`src/rtl/core/sha256_pkg.sv`:
```
// Shared constants, types and SHA-256 helper functions for the stream hasher.
package sha256_pkg;

   typedef logic [31:0] word_type;

   localparam int unsigned WordCount = 8;
   localparam int unsigned RoundCount = 64;
   localparam logic [7:0] PadMark = 8'h80;
   localparam logic [5:0] LengthStart = 6'd56;
   localparam logic [5:0] LastFill = 6'd63;
   localparam logic [5:0] LastRound = 6'd63;
   localparam logic [2:0] LastWord = 3'd7;

   typedef struct packed {
      logic load;
      logic step;
      logic fold;
      logic reinit;
   } round_ctrl_type;

   typedef struct packed {
      logic shift_byte;
      logic step;
   } sched_ctrl_type;

   localparam word_type RoundK [RoundCount] = '{
      32'h428a2f98, 32'h71374491, 32'hb5c0fbcf, 32'he9b5dba5,
      32'h3956c25b, 32'h59f111f1, 32'h923f82a4, 32'hab1c5ed5,
      32'hd807aa98, 32'h12835b01, 32'h243185be, 32'h550c7dc3,
      32'h72be5d74, 32'h80deb1fe, 32'h9bdc06a7, 32'hc19bf174,
      32'he49b69c1, 32'hefbe4786, 32'h0fc19dc6, 32'h240ca1cc,
      32'h2de92c6f, 32'h4a7484aa, 32'h5cb0a9dc, 32'h76f988da,
      32'h983e5152, 32'ha831c66d, 32'hb00327c8, 32'hbf597fc7,
      32'hc6e00bf3, 32'hd5a79147, 32'h06ca6351, 32'h14292967,
      32'h27b70a85, 32'h2e1b2138, 32'h4d2c6dfc, 32'h53380d13,
      32'h650a7354, 32'h766a0abb, 32'h81c2c92e, 32'h92722c85,
      32'ha2bfe8a1, 32'ha81a664b, 32'hc24b8b70, 32'hc76c51a3,
      32'hd192e819, 32'hd6990624, 32'hf40e3585, 32'h106aa070,
      32'h19a4c116, 32'h1e376c08, 32'h2748774c, 32'h34b0bcb5,
      32'h391c0cb3, 32'h4ed8aa4a, 32'h5b9cca4f, 32'h682e6ff3,
      32'h748f82ee, 32'h78a5636f, 32'h84c87814, 32'h8cc70208,
      32'h90befffa, 32'ha4506ceb, 32'hbef9a3f7, 32'hc67178f2
   };

   localparam word_type InitialH [WordCount] = '{
      32'h6a09e667, 32'hbb67ae85, 32'h3c6ef372, 32'ha54ff53a,
      32'h510e527f, 32'h9b05688c, 32'h1f83d9ab, 32'h5be0cd19
   };

   function automatic word_type rotr(input word_type x, input int unsigned n);
      rotr = (x >> n) | (x << (32 - n));
   endfunction

   function automatic word_type sum_a(input word_type x);
      sum_a = rotr(x, 2) ^ rotr(x, 13) ^ rotr(x, 22);
   endfunction

   function automatic word_type sum_e(input word_type x);
      sum_e = rotr(x, 6) ^ rotr(x, 11) ^ rotr(x, 25);
   endfunction

   function automatic word_type small_sigma0(input word_type x);
      small_sigma0 = rotr(x, 7) ^ rotr(x, 18) ^ (x >> 3);
   endfunction

   function automatic word_type small_sigma1(input word_type x);
      small_sigma1 = rotr(x, 17) ^ rotr(x, 19) ^ (x >> 10);
   endfunction

endpackage

```
`src/rtl/core/sha256_if.sv`:
```
// Valid/ready channel interfaces for the hasher's byte input and digest output.
interface sha256_req_if;
   logic       valid;
   logic       ready;
   logic [7:0] data_byte;
   logic       byte_present;
   logic       end_of_message;

   modport source (output valid, output data_byte, output byte_present,
                   output end_of_message, input ready);
   modport sink (input valid, input data_byte, input byte_present,
                 input end_of_message, output ready);
endinterface

interface sha256_rsp_if;
   logic        valid;
   logic        ready;
   logic [31:0] digest_word;
   logic [2:0]  word_number;
   logic        last_word;

   modport source (output valid, output digest_word, output word_number,
                   output last_word, input ready);
   modport sink (input valid, input digest_word, input word_number,
                 input last_word, output ready);
endinterface

```
`src/rtl/core/sha256_sched.sv`:
```
// Block gather register that doubles as the 16-word message schedule window.
module sha256_sched import sha256_pkg::*; (
   input  logic           clock,
   input  sched_ctrl_type ctrl,
   input  logic [7:0]     byte_in,
   output word_type       w_out
);

   // Word t of the window sits at bits [511-32t -: 32]; bytes enter at the bottom.
   logic [511:0] window_ff;
   logic [511:0] window_in;
   word_type     w1;
   word_type     w9;
   word_type     w14;
   word_type     w16;

   assign w_out = window_ff[511:480];
   assign w1    = window_ff[479:448];
   assign w9    = window_ff[223:192];
   assign w14   = window_ff[63:32];
   assign w16   = w_out + small_sigma0(w1) + w9 + small_sigma1(w14);

   always_comb begin
      window_in = window_ff;
      if (ctrl.shift_byte) begin
         window_in = {window_ff[503:0], byte_in};
      end else if (ctrl.step) begin
         window_in = {window_ff[479:0], w16};
      end
   end

   always_ff @(posedge clock) begin
      window_ff <= window_in;
   end

endmodule

```
`src/rtl/core/sha256_round.sv`:
```
// Compression round unit: working variables, one round per cycle, and chaining words.
module sha256_round import sha256_pkg::*; (
   input  logic           clock,
   input  logic           reset,
   input  round_ctrl_type ctrl,
   input  logic [5:0]     round_idx,
   input  word_type       w_in,
   input  logic [2:0]     word_sel,
   output word_type       digest_word
);

   word_type h_ff [WordCount];
   word_type h_in [WordCount];
   word_type v_ff [WordCount];
   word_type v_in [WordCount];
   word_type t1;
   word_type t2;
   word_type ch;
   word_type maj;

   assign ch  = (v_ff[4] & v_ff[5]) ^ (~v_ff[4] & v_ff[6]);
   assign maj = (v_ff[0] & v_ff[1]) ^ (v_ff[0] & v_ff[2]) ^ (v_ff[1] & v_ff[2]);
   assign t1  = v_ff[7] + sum_e(v_ff[4]) + ch + RoundK[round_idx] + w_in;
   assign t2  = sum_a(v_ff[0]) + maj;

   assign digest_word = h_ff[word_sel];

   always_comb begin
      for (int i = 0; i < WordCount; i++) begin
         h_in[i] = h_ff[i];
         v_in[i] = v_ff[i];
      end
      if (ctrl.reinit) begin
         for (int i = 0; i < WordCount; i++) begin
            h_in[i] = InitialH[i];
         end
      end else if (ctrl.fold) begin
         for (int i = 0; i < WordCount; i++) begin
            h_in[i] = h_ff[i] + v_ff[i];
         end
      end
      if (ctrl.load) begin
         for (int i = 0; i < WordCount; i++) begin
            v_in[i] = h_ff[i];
         end
      end else if (ctrl.step) begin
         v_in[7] = v_ff[6];
         v_in[6] = v_ff[5];
         v_in[5] = v_ff[4];
         v_in[4] = v_ff[3] + t1;
         v_in[3] = v_ff[2];
         v_in[2] = v_ff[1];
         v_in[1] = v_ff[0];
         v_in[0] = t1 + t2;
      end
   end

   always_ff @(posedge clock) begin
      if (reset) begin
         for (int i = 0; i < WordCount; i++) begin
            h_ff[i] <= InitialH[i];
         end
      end else begin
         for (int i = 0; i < WordCount; i++) begin
            h_ff[i] <= h_in[i];
         end
      end
   end

   always_ff @(posedge clock) begin
      for (int i = 0; i < WordCount; i++) begin
         v_ff[i] <= v_in[i];
      end
   end

endmodule

```
`src/rtl/core/sha256_stream_hasher.sv`:
```
// Top level of the streaming SHA-256 hasher: byte intake, padding sequencer, digest output.
//
//   channel  direction  carries                                     handshake
//   req      in         data_byte, byte_present, end_of_message     valid/ready
//   rsp      out        digest_word, word_number, last_word         valid/ready
//
// The hasher takes bytes while it is idle. The byte that fills a 64-byte block starts a
// compression in the shared round unit: the 64 rounds, then a fold into the chaining
// words, during which req.ready is low. At end of message the sequencer feeds the pad
// bytes through the same path, one per cycle while no compression runs (up to 64, or up
// to 72 with an extra compression), then the final compression, then eight digest items,
// one per cycle while rsp.ready is high; a stalled item holds. Synchronous reset loads the
// initial chaining words and clears the counters; no clearing pass is needed.
module sha256_stream_hasher import sha256_pkg::*; (
   input logic        clock,
   input logic        reset,
   sha256_req_if.sink   req,
   sha256_rsp_if.source rsp
);

   localparam logic [2:0] S_IDLE  = 3'd0;
   localparam logic [2:0] S_ROUND = 3'd1;
   localparam logic [2:0] S_FOLD  = 3'd2;
   localparam logic [2:0] S_PAD   = 3'd3;
   localparam logic [2:0] S_OUT   = 3'd4;

   logic [2:0]  state_ff, state_in;
   logic [5:0]  fill_ff, fill_in;
   logic [60:0] count_ff, count_in;
   logic [5:0]  round_ff, round_in;
   logic [2:0]  word_ff, word_in;
   logic        pad_ff, pad_in;
   logic        mark_ff, mark_in;
   logic        len_ff, len_in;
   logic        final_ff, final_in;

   logic           req_fire;
   logic           rsp_fire;
   logic           inject;
   logic           block_full;
   logic           is_len;
   logic [7:0]     inject_byte;
   logic [7:0]     pad_byte;
   word_type       w_t;
   round_ctrl_type round_ctrl;
   sched_ctrl_type sched_ctrl;

   assign req.ready = (state_ff == S_IDLE);
   assign req_fire  = req.valid && req.ready;
   assign rsp_fire  = rsp.valid && rsp.ready;

   // Once the mark is in, the length bytes start when the fill reaches 56.
   assign is_len   = mark_ff && (len_ff || (fill_ff == LengthStart));
   assign pad_byte = !mark_ff ? PadMark : (is_len ? count_ff[60:53] : 8'h00);

   always_comb begin
      inject      = 1'b0;
      inject_byte = pad_byte;
      if (state_ff == S_IDLE) begin
         inject      = req_fire && req.byte_present;
         inject_byte = req.data_byte;
      end else if (state_ff == S_PAD) begin
         inject = 1'b1;
      end
   end

   assign block_full = inject && (fill_ff == LastFill);

   always_comb begin
      state_in = state_ff;
      fill_in  = inject ? fill_ff + 6'd1 : fill_ff;
      count_in = count_ff;
      round_in = round_ff;
      word_in  = word_ff;
      pad_in   = pad_ff;
      mark_in  = mark_ff;
      len_in   = len_ff;
      final_in = final_ff;
      unique case (state_ff)
         S_IDLE: begin
            if (inject) begin
               count_in = count_ff + 61'd1;
            end
            if (req_fire) begin
               if (block_full) begin
                  state_in = S_ROUND;
                  pad_in   = req.end_of_message;
               end else if (req.end_of_message) begin
                  state_in = S_PAD;
                  pad_in   = 1'b1;
               end
            end
         end
         S_ROUND: begin
            round_in = round_ff + 6'd1;
            if (round_ff == LastRound) begin
               state_in = S_FOLD;
            end
         end
         S_FOLD: begin
            if (final_ff) begin
               state_in = S_OUT;
            end else if (pad_ff) begin
               state_in = S_PAD;
            end else begin
               state_in = S_IDLE;
            end
         end
         S_PAD: begin
            mark_in = 1'b1;
            if (is_len) begin
               len_in   = 1'b1;
               // The length goes out most significant byte first.
               count_in = {count_ff[52:0], 8'h00};
            end
            if (block_full) begin
               state_in = S_ROUND;
               final_in = is_len;
            end
         end
         S_OUT: begin
            if (rsp_fire) begin
               word_in = word_ff + 3'd1;
               if (word_ff == LastWord) begin
                  state_in = S_IDLE;
                  count_in = '0;
                  pad_in   = 1'b0;
                  mark_in  = 1'b0;
                  len_in   = 1'b0;
                  final_in = 1'b0;
               end
            end
         end
         default: begin
            state_in = S_IDLE;
         end
      endcase
   end

   always_ff @(posedge clock) begin
      if (reset) begin
         state_ff <= S_IDLE;
         fill_ff  <= '0;
         count_ff <= '0;
         round_ff <= '0;
         word_ff  <= '0;
         pad_ff   <= 1'b0;
         mark_ff  <= 1'b0;
         len_ff   <= 1'b0;
         final_ff <= 1'b0;
      end else begin
         state_ff <= state_in;
         fill_ff  <= fill_in;
         count_ff <= count_in;
         round_ff <= round_in;
         word_ff  <= word_in;
         pad_ff   <= pad_in;
         mark_ff  <= mark_in;
         len_ff   <= len_in;
         final_ff <= final_in;
      end
   end

   assign sched_ctrl.shift_byte = inject;
   assign sched_ctrl.step       = (state_ff == S_ROUND);

   assign round_ctrl.load   = block_full;
   assign round_ctrl.step   = (state_ff == S_ROUND);
   assign round_ctrl.fold   = (state_ff == S_FOLD);
   assign round_ctrl.reinit = rsp_fire && (word_ff == LastWord);

   sha256_sched u_sched (
      .clock   (clock),
      .ctrl    (sched_ctrl),
      .byte_in (inject_byte),
      .w_out   (w_t)
   );

   sha256_round u_round (
      .clock       (clock),
      .reset       (reset),
      .ctrl        (round_ctrl),
      .round_idx   (round_ff),
      .w_in        (w_t),
      .word_sel    (word_ff),
      .digest_word (rsp.digest_word)
   );

   assign rsp.valid       = (state_ff == S_OUT);
   assign rsp.word_number = word_ff;
   assign rsp.last_word   = (word_ff == LastWord);

   a_no_intake_during_output: assert property (@(posedge clock) disable iff (reset)
      rsp.valid |-> !req.ready)
      else $error("input accepted while digest items are pending");

   a_ready_after_last: assert property (@(posedge clock) disable iff (reset)
      rsp.valid && rsp.ready && rsp.last_word |=> req.ready && !rsp.valid)
      else $error("hasher did not return to intake after the last digest item");

   a_word_sequence: assert property (@(posedge clock) disable iff (reset)
      rsp.valid && rsp.ready && !rsp.last_word |=>
         rsp.valid && (rsp.word_number == $past(rsp.word_number) + 3'd1))
      else $error("digest items out of sequence");

   a_rounds_start_at_zero: assert property (@(posedge clock) disable iff (reset)
      round_ctrl.load |-> round_ff == '0)
      else $error("compression started with a nonzero round count");

endmodule

```
`src/flat_wrapper.sv`:
```
// flat-port wrapper written by rule: the top's interface ports become plain ports
module sha256_stream_hasher_flat import sha256_pkg::*;
  (clock, reset, req_valid, req_data_byte, req_byte_present, req_end_of_message, req_ready, rsp_valid, rsp_digest_word, rsp_word_number, rsp_last_word, rsp_ready);
  sha256_req_if req_i ();
  sha256_rsp_if rsp_i ();
  input logic clock;
  input logic reset;
  input wire logic [$bits(req_i.valid)-1:0] req_valid;
  input wire logic [$bits(req_i.data_byte)-1:0] req_data_byte;
  input wire logic [$bits(req_i.byte_present)-1:0] req_byte_present;
  input wire logic [$bits(req_i.end_of_message)-1:0] req_end_of_message;
  output wire logic [$bits(req_i.ready)-1:0] req_ready;
  output wire logic [$bits(rsp_i.valid)-1:0] rsp_valid;
  output wire logic [$bits(rsp_i.digest_word)-1:0] rsp_digest_word;
  output wire logic [$bits(rsp_i.word_number)-1:0] rsp_word_number;
  output wire logic [$bits(rsp_i.last_word)-1:0] rsp_last_word;
  input wire logic [$bits(rsp_i.ready)-1:0] rsp_ready;
  assign req_i.valid = req_valid;
  assign req_i.data_byte = req_data_byte;
  assign req_i.byte_present = req_byte_present;
  assign req_i.end_of_message = req_end_of_message;
  assign req_ready = req_i.ready;
  assign rsp_valid = rsp_i.valid;
  assign rsp_digest_word = rsp_i.digest_word;
  assign rsp_word_number = rsp_i.word_number;
  assign rsp_last_word = rsp_i.last_word;
  assign rsp_i.ready = rsp_ready;
  sha256_stream_hasher u_core (.clock(clock), .reset(reset), .req(req_i), .rsp(rsp_i));
endmodule
```
`config.mk`:
```
export PLATFORM = sky130hd
export DESIGN_NAME = sha256_stream_hasher_flat
export DESIGN_NICKNAME = d
export VERILOG_FILES = /design/src/rtl/core/sha256_pkg.sv /design/src/rtl/core/sha256_if.sv /design/src/rtl/core/sha256_sched.sv /design/src/rtl/core/sha256_round.sv /design/src/rtl/core/sha256_stream_hasher.sv /design/src/flat_wrapper.sv
export SDC_FILE = /design/constraint.sdc
export NUM_CORES = 2
export LEC_CHECK = 0
export BUFFER_PORTS_ARGS = -buffer_cell sky130_fd_sc_hd__buf_2
export CAP_MARGIN = 20
export CORE_AREA = 2 2 413 415
export CTS_CLUSTER_DIAMETER = 50
export DETAILED_ROUTE_END_ITERATION = 12
export DIE_AREA = 0 0 415 417
export PLACE_DENSITY = 0.72
export SLEW_MARGIN = 30
export SYNTH_ARGS = -nofsm -noshare
export SYNTH_HDL_FRONTEND = slang
export SYNTH_SLANG_ARGS = --single-unit
export TNS_END_PERCENT = 100
```
`constraint.sdc`:
```
create_clock -name clock -period 31 [get_ports clock]
set_clock_uncertainty 0.05 [all_clocks]
set_input_delay 0 -clock clock [delete_from_list [all_inputs] [get_ports clock]]
set_output_delay 0 -clock clock [all_outputs]
set_load 0.05 [all_outputs]
```
==> results.tsv <==
stage	metric	value	unit
floorplan	Die Ht	417	um
critical_path	Worst R2R Start	u_core.round_ff[1]$_SDFFE_PP0P_	
sta	worst-margin pin slew	1130	ps
clock_network	Clock transition at path regs	60	ps
sta	Slew Limit Fails	0	
clock_network	post_cts resized	0	
critical_path	CP max stage delay	910	ps
routing	detailed router's first-iteration violation count	6934	
critical_path	crit start category	flop	
global_route	largest net degree at the start of global routing	228	
placement	port bufs	51	
sta	FMAX	94.5	MHz
sta	Tcrit/Tclk final	34.1	%
layout	Nets	9042	
clock_network	Setup Buffers After CTS	0	
clock_network	clk root buf	clkbuf_16	
yosys	ys async rst share	0	%
routing	antenna viol nets, final	0	
sta	Tmin final	10580	ps
clock_network	CTS tree	yes	
placement	gpl congestion	0.981	
global_route	antenna violations before repair	5	
layout	most common cell after layout, fill and taps aside	nand2_1	
routing	# DRC	0	
yosys	Avg Inst Size Synth	8.71	um^2
yosys	Post-Syn Area	75400	um^2
yosys	ys flop type	edfxtp_1	
clock_network	cts bufs inserted	149	
floorplan	core region area	169000	um^2
sta	Fin Setup TNS	0	ps
critical_path	cell mode on critical path	fa_1	
clock_network	H-tree depth	4	
critical_path	reg-to-reg endpoint	u_core.u_round.v_ff[0][31]$_DFFE_PP_	
clock_network	# clock sinks	1110	
critical_path	CP Capture Type	flop	
yosys	Post-synth EDFFs	768	
critical_path	critical path type	flop to flop	
floorplan	starting density of the core	44.7	%
routing	routed len/inst	21.8	um
routing	WL final	235000	um
routing	via count	63140	
yosys	post-synthesis sequential area ratio	39.7	%
critical_path	CP arrival	11050	ps
global_route	vias in the first global route	60069	
critical_path	worst-path maximum fanout	23	
hold_path	Min-Delay Endpoint	u_core.u_sched.window_ff[0]$_DFFE_PP_	
floorplan	row count	151	
global_route	gr usage total	26.5	%
yosys	Cells after Synth	8661	
floorplan	IO Pins	52	
sta	final hold violation count	0	
yosys	YS warnings	0	
floorplan	die area	173000	um^2
layout	P&R area growth vs syn	9.45	%
sta	unrepaired setup endpoints after global routing	no	
hold_path	Min-Delay Startpoint	req_data_byte[0]	
routing	vias per cell	5.86	
yosys	Synth cell types	98	
critical_path	Worst R2R Setup Slack	20420	ps
yosys	Post-Syn Nets	9265	
layout	most frequent cells in the layout	nand2_1, edfxtp_1, a21oi_1, nor2_1, o21ai_0	
sta	Setup Viol. Count Final	0	
critical_path	worst path required time	31470	ps
hold_path	worst hold path type	primary input to flop	
global_route	first-pass GRT wire length	359000	um
placement	DPL Wire Length	170000	um
global_route	GR Overflow Total	0	
sta	Rel. slew slack	24.9	%
floorplan	die extent in x	415	um
flow_run	Max Cap Viol	0	
layout	layout cells sized above 1	6.55	%
outcome	status	completed	
hold_path	depth of the worst hold-timing path	4	
clock_network	Clock Latency Late Sink	820	ps
routing	DRT Pass-1 Iters	8	
critical_path	FF-to-FF path depth	37	
yosys	Yosys reg bits	1110	
clock_network	CTS max path bufs	3	
critical_path	slowest library cell on the worst path	ha_1	
==> worst max-delay path, delay by kind of cell, from the launching register on <==
kind	cells	cell delay, ps
AND/OR/NAND/NOR	5	950
AO/OA/AOI/OAI	17	3610
XOR/XNOR	2	430
buffers and inverters	5	910
flip-flops	1	310
adder cells (fa/ha/maj)	7	3430
multiplexers	1	550
==> synthesized netlist by cell type, drive strengths merged (20+ instances only) <==
master / number / share of area, %
nand2: 2596 / 13
edfxtp: 768 / 31
a21oi: 584 / 3.9
clkbuf: 473 / 2.4
nor2: 429 / 2.1
o21ai: 425 / 2.8
ha: 395 / 6.6
xnor2: 387 / 4.5
dfxtp: 342 / 9.1
inv: 331 / 1.6
a21o: 197 / 2.0
fa: 195 / 5.2
xor2: 195 / 2.3
nand3: 125 / 0.84
nor3: 104 / 0.73
o211ai: 104 / 1.0
mux4: 69 / 2.1
nand2b: 63 / 0.52
a31oi: 60 / 0.50
nor2b: 60 / 0.50
a211oi: 59 / 0.60
mux2: 52 / 0.78
o21bai: 50 / 0.50
o21a: 48 / 0.48
nand4: 42 / 0.36
buf: 39 / 0.20
and3: 38 / 0.32
o31ai: 36 / 0.37
or3: 33 / 0.27
and2: 24 / 0.20
a221oi: 22 / 0.27
a22oi: 22 / 0.22
a311oi: 20 / 0.25
mux2i: 20 / 0.27
==> stage by stage <==
step / hold slack [ps] / setup slack (ps) / util (%) / instance area, um^2 / std cells
2_1_floorplan: 116 / 7790 / - / 75400 / 8661
3_3_place_gp: 271 / 20730 / 45.8 / 77100 / 10486
3_5_place_dp: 308 / 20560 / 45.8 / 77200 / 10487
4_1_cts: 140 / 20460 / 49.0 / 82500 / 10782
5_1_grt: 185 / 19730 / 49.0 / 82500 / 10782
6_report: 208 / 20420 / 49.0 / 82500 / 10783
==> what timing repair did <==
item / in CTS / in global routing
setup endpoints to repair: 0 / 0
hold buffers: 18 / 0
endpoints found under the hold margin: 107 / 0
==> worst max-delay path by stage <==
| stage | startpoint | to | slack (ps) | depth (start not counted) |
|---|---|---|---|---|
| floorplan | u_core.state_ff[0]$_SDFFE_PP0P_ | u_core.u_sched.window_ff[0]$_DFFE_PP_ | 7790 | 3 |
| global placement | u_core.round_ff[1]$_SDFFE_PP0P_ | u_core.u_round.v_ff[0][31]$_DFFE_PP_ | 20730 | 37 |
| detailed placement | u_core.round_ff[1]$_SDFFE_PP0P_ | u_core.u_round.v_ff[0][31]$_DFFE_PP_ | 20560 | 37 |
| CTS | u_core.round_ff[1]$_SDFFE_PP0P_ | u_core.u_round.v_ff[0][31]$_DFFE_PP_ | 20460 | 37 |
| global route | u_core.round_ff[1]$_SDFFE_PP0P_ | u_core.u_round.v_ff[0][31]$_DFFE_PP_ | 19730 | 37 |
| finish | u_core.round_ff[1]$_SDFFE_PP0P_ | u_core.u_round.v_ff[0][31]$_DFFE_PP_ | 20420 | 37 |
==> cell families (layout without fill, tap and decap cells) <==
logic type,Yosys count,after routing,synth area share [%]
xor+xnor,582,582,6.76
mux,141,141,3.10
other cells,0,1,0
compound gates,1788,1788,14.8
fa+ha+maj,593,593,11.8
flops,1110,1110,39.7
buf+inv,848,751,4.23
simple gates,3599,3599,19.6
==> registers in the layout, indices dropped and copies added, names as in the netlist, named ones only <==
name / cells
u_core.rsp.word_number: 3
u_core.state_ff: 3
u_core.mark_ff: 1
u_core.u_round.v_ff: 256
u_core.u_sched.window_ff: 512
u_core.pad_ff: 1
u_core.round_ff: 6
u_core.final_ff: 1
u_core.count_ff: 61
u_core.fill_ff: 6
u_core.u_round.h_ff: 256
u_core.len_ff: 1
==> area by class of cell <==
| class | count | area [um^2] |
|---|---|---|
| clock inverters | 98 | 1190 |
| inverters | 336 | 1260 |
| fillers | 15673 | 86000 |
| clock buffers | 179 | 3960 |
| flip-flops and latches | 1110 | 29900 |
| repair buffers | 138 | 1030 |
| well taps | 2218 | 2780 |
| diodes | 1 | 2.50 |
| multi-input cells | 6703 | 42400 |
==> routing by layer <==
layer / GRT usage, % / up-vias / part of all wire (%)
li1: - / 29417 / -
met5: 0 / - / 0.017
met3: 5.05 / 570 / 8.2
met4: 12.3 / 6 / 5.0
met1: 35.2 / 30539 / 41
met2: 41.9 / 2608 / 45
Power is left out: the tool's default activity adds up to more than one toggle a clock period on the data nets, which glitch-free logic cannot reach.
